--- src/hw/rtl/vsc_pkg.sv ---
`default_nettype none

package vsc_pkg;

  localparam int unsigned MaxKeyPositions = 16;
  localparam int unsigned PosW            = $clog2(MaxKeyPositions);
  localparam int unsigned ShiftW          = 5;
  localparam int unsigned KeyLenW         = 5;
  localparam int unsigned KeyWordW        = 40;
  localparam int unsigned CfgDataW        = 40;
  localparam int unsigned CfgIdxW         = 2;

  localparam logic [5:0]         AlphabetSize   = 6'd26;
  localparam logic [7:0]         UpperBase      = 8'h41;
  localparam logic [7:0]         LowerBase      = 8'h61;
  localparam logic [KeyLenW-1:0] KeyLengthReset = 5'd13;

  typedef enum logic [CfgIdxW-1:0] {
    CfgKeyShiftsLow  = 2'd0,
    CfgKeyShiftsHigh = 2'd1,
    CfgKeyLength     = 2'd2,
    CfgCipherMode    = 2'd3
  } cfg_idx_e;

  typedef struct packed {
    logic [7:0] char_in;
    logic       end_of_text;
  } in_t;

  typedef struct packed {
    logic [7:0] char_out;
    logic       end_of_text_out;
  } out_t;

  function automatic logic is_upper(logic [7:0] c);
    return (c >= UpperBase) && (c < UpperBase + 8'(AlphabetSize));
  endfunction

  function automatic logic is_lower(logic [7:0] c);
    return (c >= LowerBase) && (c < LowerBase + 8'(AlphabetSize));
  endfunction

  function automatic logic is_letter(logic [7:0] c);
    return is_upper(c) || is_lower(c);
  endfunction

  // Shift one byte by s (already below 26); non-letters pass through.
  function automatic logic [7:0] cipher_char(logic [7:0] c, logic [ShiftW-1:0] s,
                                             logic decrypt);
    logic [7:0] base;
    logic [4:0] off;
    logic [5:0] v;
    base = is_upper(c) ? UpperBase : LowerBase;
    off  = 5'(c - base);
    if (decrypt) begin
      v = {1'b0, off} + AlphabetSize - {1'b0, s};
    end else begin
      v = {1'b0, off} + {1'b0, s};
    end
    if (v >= AlphabetSize) begin
      v = v - AlphabetSize;
    end
    return is_letter(c) ? (base + {2'b00, v}) : c;
  endfunction

endpackage

`default_nettype wire

--- src/hw/rtl/vigenere_shift_cipher_top.sv ---
// Vigenere shift cipher, one byte per beat.
// Input channel: in_valid_i / in_ready_o carry in_data_i (a byte and an end-of-text flag).
// Output channel: out_valid_o / out_ready_i carry out_data_o (the transformed byte and a
// copy of the flag). Letters move forward (encrypt) or back (decrypt) by the shift of the
// current key position, modulo 26, keeping case; other bytes pass unchanged.
// Configuration: cfg_valid_i / cfg_ready_o with cfg_index_i and cfg_data_i; always ready.
// Write only while no beat is in flight.
// A beat accepted at a clock edge is registered in the result register and shown on out_data_o after that edge.
// Throughput is one beat per cycle while the receiver takes results; the result register is the only stage.
// When the receiver stalls, the result holds and in_ready_o drops until it is taken;
// a beat is still accepted in the cycle the held result leaves.
// Reset clears the key position, the output valid, both shift words and the mode, and
// loads a key length of 13.
// The key position advances on every accepted beat, wraps at the key length and returns
// to zero after a beat that carries end-of-text.
`default_nettype none

module vigenere_shift_cipher_top (
  input  wire logic                              clk_i,
  input  wire logic                              rst_ni,
  input  wire logic                              in_valid_i,
  output      logic                              in_ready_o,
  input  wire vsc_pkg::in_t                      in_data_i,
  output      logic                              out_valid_o,
  input  wire logic                              out_ready_i,
  output      vsc_pkg::out_t                     out_data_o,
  input  wire logic                              cfg_valid_i,
  output      logic                              cfg_ready_o,
  input  wire logic [vsc_pkg::CfgIdxW-1:0]       cfg_index_i,
  input  wire logic [vsc_pkg::CfgDataW-1:0]      cfg_data_i
);

  logic [vsc_pkg::KeyWordW-1:0] key_low_q, key_high_q;
  logic [vsc_pkg::KeyLenW-1:0]  key_len_q;
  logic                         mode_q;
  logic [vsc_pkg::PosW-1:0]     pos_q, pos_d;
  logic                         out_valid_q;
  vsc_pkg::out_t                out_data_q, out_data_d;

  logic [vsc_pkg::MaxKeyPositions-1:0][vsc_pkg::ShiftW-1:0] shifts;
  logic [vsc_pkg::ShiftW-1:0]   shift_raw, shift_red;
  logic [vsc_pkg::KeyLenW-1:0]  eff_len;
  logic [vsc_pkg::PosW:0]       pos_inc;
  logic                         in_fire;

  assign cfg_ready_o = 1'b1;
  assign in_ready_o  = !out_valid_q || out_ready_i;
  assign in_fire     = in_valid_i && in_ready_o;

  assign shifts    = {key_high_q, key_low_q};
  assign shift_raw = shifts[pos_q];
  assign shift_red = (shift_raw >= vsc_pkg::ShiftW'(vsc_pkg::AlphabetSize)) ?
                     shift_raw - vsc_pkg::ShiftW'(vsc_pkg::AlphabetSize) : shift_raw;

  always_comb begin
    if (key_len_q == '0) begin
      eff_len = vsc_pkg::KeyLenW'(1);
    end else if (key_len_q > vsc_pkg::KeyLenW'(vsc_pkg::MaxKeyPositions)) begin
      eff_len = vsc_pkg::KeyLenW'(vsc_pkg::MaxKeyPositions);
    end else begin
      eff_len = key_len_q;
    end
  end

  always_comb begin
    pos_inc = {1'b0, pos_q} + 1'b1;
    if (in_data_i.end_of_text || (vsc_pkg::KeyLenW'(pos_inc) >= eff_len)) begin
      pos_d = '0;
    end else begin
      pos_d = pos_inc[vsc_pkg::PosW-1:0];
    end
  end

  always_comb begin
    out_data_d.char_out        = vsc_pkg::cipher_char(in_data_i.char_in, shift_red, mode_q);
    out_data_d.end_of_text_out = in_data_i.end_of_text;
  end

  always_ff @(posedge clk_i or negedge rst_ni) begin
    if (!rst_ni) begin
      key_low_q  <= '0;
      key_high_q <= '0;
      key_len_q  <= vsc_pkg::KeyLengthReset;
      mode_q     <= 1'b0;
    end else if (cfg_valid_i && cfg_ready_o) begin
      case (vsc_pkg::cfg_idx_e'(cfg_index_i))
        vsc_pkg::CfgKeyShiftsLow:  key_low_q  <= cfg_data_i[vsc_pkg::KeyWordW-1:0];
        vsc_pkg::CfgKeyShiftsHigh: key_high_q <= cfg_data_i[vsc_pkg::KeyWordW-1:0];
        vsc_pkg::CfgKeyLength:     key_len_q  <= cfg_data_i[vsc_pkg::KeyLenW-1:0];
        vsc_pkg::CfgCipherMode:    mode_q     <= cfg_data_i[0];
        default: ;
      endcase
    end
  end

  always_ff @(posedge clk_i or negedge rst_ni) begin
    if (!rst_ni) begin
      pos_q       <= '0;
      out_valid_q <= 1'b0;
    end else begin
      if (in_fire) begin
        pos_q       <= pos_d;
        out_valid_q <= 1'b1;
      end else if (out_ready_i) begin
        out_valid_q <= 1'b0;
      end
    end
  end

  // Payload needs no reset; load only on an accepted beat.
  always_ff @(posedge clk_i) begin
    if (in_fire) begin
      out_data_q <= out_data_d;
    end
  end

  assign out_valid_o = out_valid_q;
  assign out_data_o  = out_data_q;

endmodule

`default_nettype wire

--- config.mk ---
export PLATFORM = sky130hd
export DESIGN_NAME = vigenere_shift_cipher_top
export DESIGN_NICKNAME = d
export VERILOG_FILES = /design/src/hw/rtl/vsc_pkg.sv /design/src/hw/rtl/vigenere_shift_cipher_top.sv
export SDC_FILE = /design/constraint.sdc
export NUM_CORES = 1
export LEC_CHECK = 0
export BUFFER_PORTS_ARGS = -buffer_cell sky130_fd_sc_hd__buf_4
export CAP_MARGIN = 10
export CELL_PAD_IN_SITES_DETAIL_PLACEMENT = 2
export CELL_PAD_IN_SITES_GLOBAL_PLACEMENT = 2
export CORE_MARGIN = 2
export CORE_UTILIZATION = 30
export DETAILED_ROUTE_END_ITERATION = 10
export PLACE_DENSITY_LB_ADDON = 0.1
export RECOVER_POWER = 50
export SYNTH_ARGS = -nofsm -noshare
export SYNTH_HDL_FRONTEND = slang
export SYNTH_SLANG_ARGS = --single-unit
--- constraint.sdc ---
create_clock -name clk_i -period 5.1 [get_ports clk_i]
set_clock_uncertainty 0.15 [all_clocks]
set_input_delay 1.02 -clock clk_i [delete_from_list [all_inputs] [get_ports clk_i]]
set_output_delay 1.02 -clock clk_i [all_outputs]
set_load 0.01 [all_outputs]
==> impl_metrics.json <==
{
  "crit_path_start_kind": "flop",
  "critical_path_class": "reg -> reg",
  "reg2reg_depth": 19,
  "async_reset_ff_share_pct": 91.0,
  "clk_latency_ps": 350,
  "io_buffer_count": 66,
  "path_max_fanout": 8,
  "r2r_setup_slack_ps": 30,
  "syn_area_per_cell_um2": 13.1,
  "path_clk_slew_ps": 70,
  "rsz0062_at_grt": "yes",
  "path_buf_inv": 3,
  "min_path_type": "reg -> reg",
  "cts_tree": "built",
  "ys_top_cells_by_area": "dfrtp_1 (40%), mux2_2 (15%), mux4_2 (9.8%)",
  "drv_cap": 2,
  "fillers": 1849,
  "r2r-end": "out_data_o[4]$_DFFE_PP_",
  "drc": 0,
  "gp_congestion": 0.782,
  "violations": "max-capacitance violations, max-slew violations",
  "crit_chain": "buf_12, mux4_2, mux4_2, nor2_4, nand2_2, a21oi_4, mux2i_2, ha_1, inv_2, fa_2, mux2_4, inv_4, ha_4, nor3b_4, nand2_1, nor3_2, a221o_1, xor2_1, o21ai_1",
  "grt_pass1_wl_mm": 24.7,
  "final_area_mm2": 0.00709,
  "fp.coreArea_mm2": 0.0180,
  "cts-buffers-inserted": 9,
  "crit_path_frequent_cell": "mux4_2",
  "clock_path_buffers": 2,
  "synth_area_leader_cell": "dfrtp_1",
  "top_usage_layer": "met2",
  "yosys_warnings": 0,
  "synthesis.area_mm2": 0.00551,
  "fin_crit_ps": 5070,
  "grt_max_degree": 61,
  "peakVddDrop_mv": 0.429,
  "synth_common_cells": "dfrtp_1 (88), mux2_2 (71), ha_1 (27)",
  "num_rows": 49,
  "wire_per_inst_um": 20.0,
  "layout.cells.non_filler": 758,
  "critical_path.endpoint_type": "flop",
  "initial_utilization_pct": 30.7,
  "r2r-start": "pos_q[0]$_DFFE_PN0P_",
  "area_delta_synth_final_pct": 28.8,
  "cp.depth": 19,
  "synthDistinctLibCells": 63,
  "vias": 3826,
  "placed_cell_area_mm2": 0.00651,
  "tightest_slew_ps": 3350,
  "cp.arrival_ps": 5030,
  "use_met2_pct": 29.8,
  "ant_nets": 0,
  "required_ps": 5060,
  "cp_top_family": "multiplexers",
  "cts.hold.buffers_added": 0,
  "leakage_nw": 3.00,
  "regArea_mm2": 0.00255,
  "powerDensity_mw_per_mm2": 659,
  "netlist_instances": 420,
  "die_y_um": 139,
  "ios": 68,
  "first_iter_violations": 71,
  "cts_root_buffer": "clkbuf_16",
  "crit_start": "pos_q[0]$_DFFE_PN0P_",
  "dr.pass1.iters": 4,
  "die_w_um": 139,
  "setup_viol": 0,
  "status": "finished, violations left",
  "antenna_found_initial": 0,
  "htreeDepth": 3,
  "grt_use_met3_pct": 2.00,
  "relSlewSlack_pct": -123,
  "synthFlopType": "dfrtp_1",
  "wl_mm": 15.1,
  "grt_pass1_vias": 4396,
  "yosysSeqAreaShare_pct": 46.3,
  "synth_top_area_share_pct": 40.0,
  "gr-total-overflow": 0,
  "grt.total_usage_pct": 16.3,
  "final_max_slew_viol_count": 102,
  "gr-usage-met1_pct": 19.9,
  "dp.cells": 733,
  "final-hold-violation-count": 0,
  "fmaxAchievable_ghz": 0.197,
  "power_mw": 4.68,
  "synth_seq_cells": 100,
  "syn_nets": 505,
  "antenna_cells": 0,
  "viasPerCell": 5.05,
  "crit_end": "out_data_o[4]$_DFFE_PP_",
  "slowest_stage": "mux4_2",
  "cts_sinks": 100,
  "timing.final.crit_share_pct": 99.4,
  "multi_input_area_mm2": 0.00302,
  "post-dp-hpwl_mm": 11.4,
  "drive_gt1_share_pct": 50.5,
  "slowest_delay_ps": 570,
  "nNetsFinal": 609,
  "die_area_mm2": 0.0195,
  "yosysMostFrequentCell": "dfrtp_1",
  "synth_edf_count": 9
}
[kinds of logic after synthesis]
family                   Yosys count  share of synthesized area (%)
multiplexers                     116                           28.9
flip-flops                       100                           46.3
AND/OR/NAND/NOR                   78                           7.36
AO/OA/AOI/OAI                     49                           6.14
buffers and inverters             37                           2.77
adder cells (fa/ha/maj)           29                           6.86
XOR/XNOR                          10                           1.59
other                              1                         0.0681
[routing by layer]
layer	vias to the layer above	wire length [um]
met5	-	0
met4	0	261
met3	13	248
met2	34	8090
met1	2012	6540
li1	1767	-
[worst register-to-register path, stage by stage (launching register included)]
cell and delay (ps):
dfrtp_2 410, buf_12 140, mux4_2 540, mux4_2 570, nor2_4 130, nand2_2 80
a21oi_4 210, mux2i_2 310, ha_1 300, inv_2 80, fa_2 450, mux2_4 290
inv_4 70, ha_4 200, nor3b_4 210, nand2_1 100, nor3_2 110, a221o_1 200
xor2_1 190, o21ai_1 90
[worst min path at each step]
stage / cells after the start / endpoint / slack, ps / startpoint
floorplan: 1 / key_low_q[37]$_DFFE_PN0P_ / 300 / key_low_q[37]$_DFFE_PN0P_
global placement: 1 / key_low_q[26]$_DFFE_PN0P_ / 310 / key_low_q[26]$_DFFE_PN0P_
detailed placement: 1 / key_low_q[29]$_DFFE_PN0P_ / 330 / key_low_q[29]$_DFFE_PN0P_
CTS: 1 / key_low_q[29]$_DFFE_PN0P_ / 350 / key_low_q[29]$_DFFE_PN0P_
global route: 1 / key_high_q[25]$_DFFE_PN0P_ / 370 / key_high_q[25]$_DFFE_PN0P_
finish: 1 / key_low_q[20]$_DFFE_PN0P_ / 350 / key_low_q[20]$_DFFE_PN0P_
[placed cells by master (no fill, tap or decap), drive strengths merged, types with 2 or more instances in the layout]
cell type,n
a22o,3
and2,2
xor2,6
buf,104
clkbuf,18
nor2b,2
and3,4
nand2,21
nand2b,5
or2,2
o31ai,4
inv,21
dfrtp,88
nor2,13
nand3,8
mux2,90
clkinv,2
nor3,9
xnor2,4
a21boi,2
fa,2
dfstp,3
nor3b,2
o21ai,11
ha,27
a21oi,11
nand3b,2
mux4,25
o21a,2
o211ai,3
nor4,2
edfxtp,9
[sequential cells by signal (all words and copies together), names as in the netlist]
register and cells:
mode_q 1, key_low_q 40, out_valid_o 1, key_len_q 5
out_data_o 9, key_high_q 40, pos_q 4
[stage by stage]
stage | setup TNS (ps) | setup slack (ps) | util, % | hold slack [ps]
6_report | 0 | 31.3 | 39.5 | 345
5_1_grt | -608 | -168 | 39.5 | 374
4_1_cts | -140 | -65.0 | 38.8 | 345
3_5_place_dp | -1050 | -282 | 36.2 | 330
3_3_place_gp | -345 | -132 | 36.2 | 312
2_1_floorplan | 0 | 71.6 | - | 303
[final cells by class]
class                   count  share of cell area [%]
flip-flops and latches    100                    36.0
clock inverters             6                    1.11
repair buffers            112                    12.0
multi-input cells         283                    42.5
clock buffers              10                    3.37
well taps                 229                    4.04
inverters                  18                   0.988
[where the power goes]
part           total (mW)  internal, mW  switching (mW)
Sequential           1.06         0.964          0.0978
Clock               0.737         0.405           0.332
Combinational        2.88          1.48            1.40
Total                4.68          2.85            1.83
[timing repair]
item | in CTS | in global routing
pin swaps | 14 | 21
hold endpoints to repair | 0 | 0
setup endpoints to repair | 6 | 7
buffers inserted | 7 | 1
gates resized for setup | 22 | 29
No activity file was read; power rests on OpenSTA's default activity.
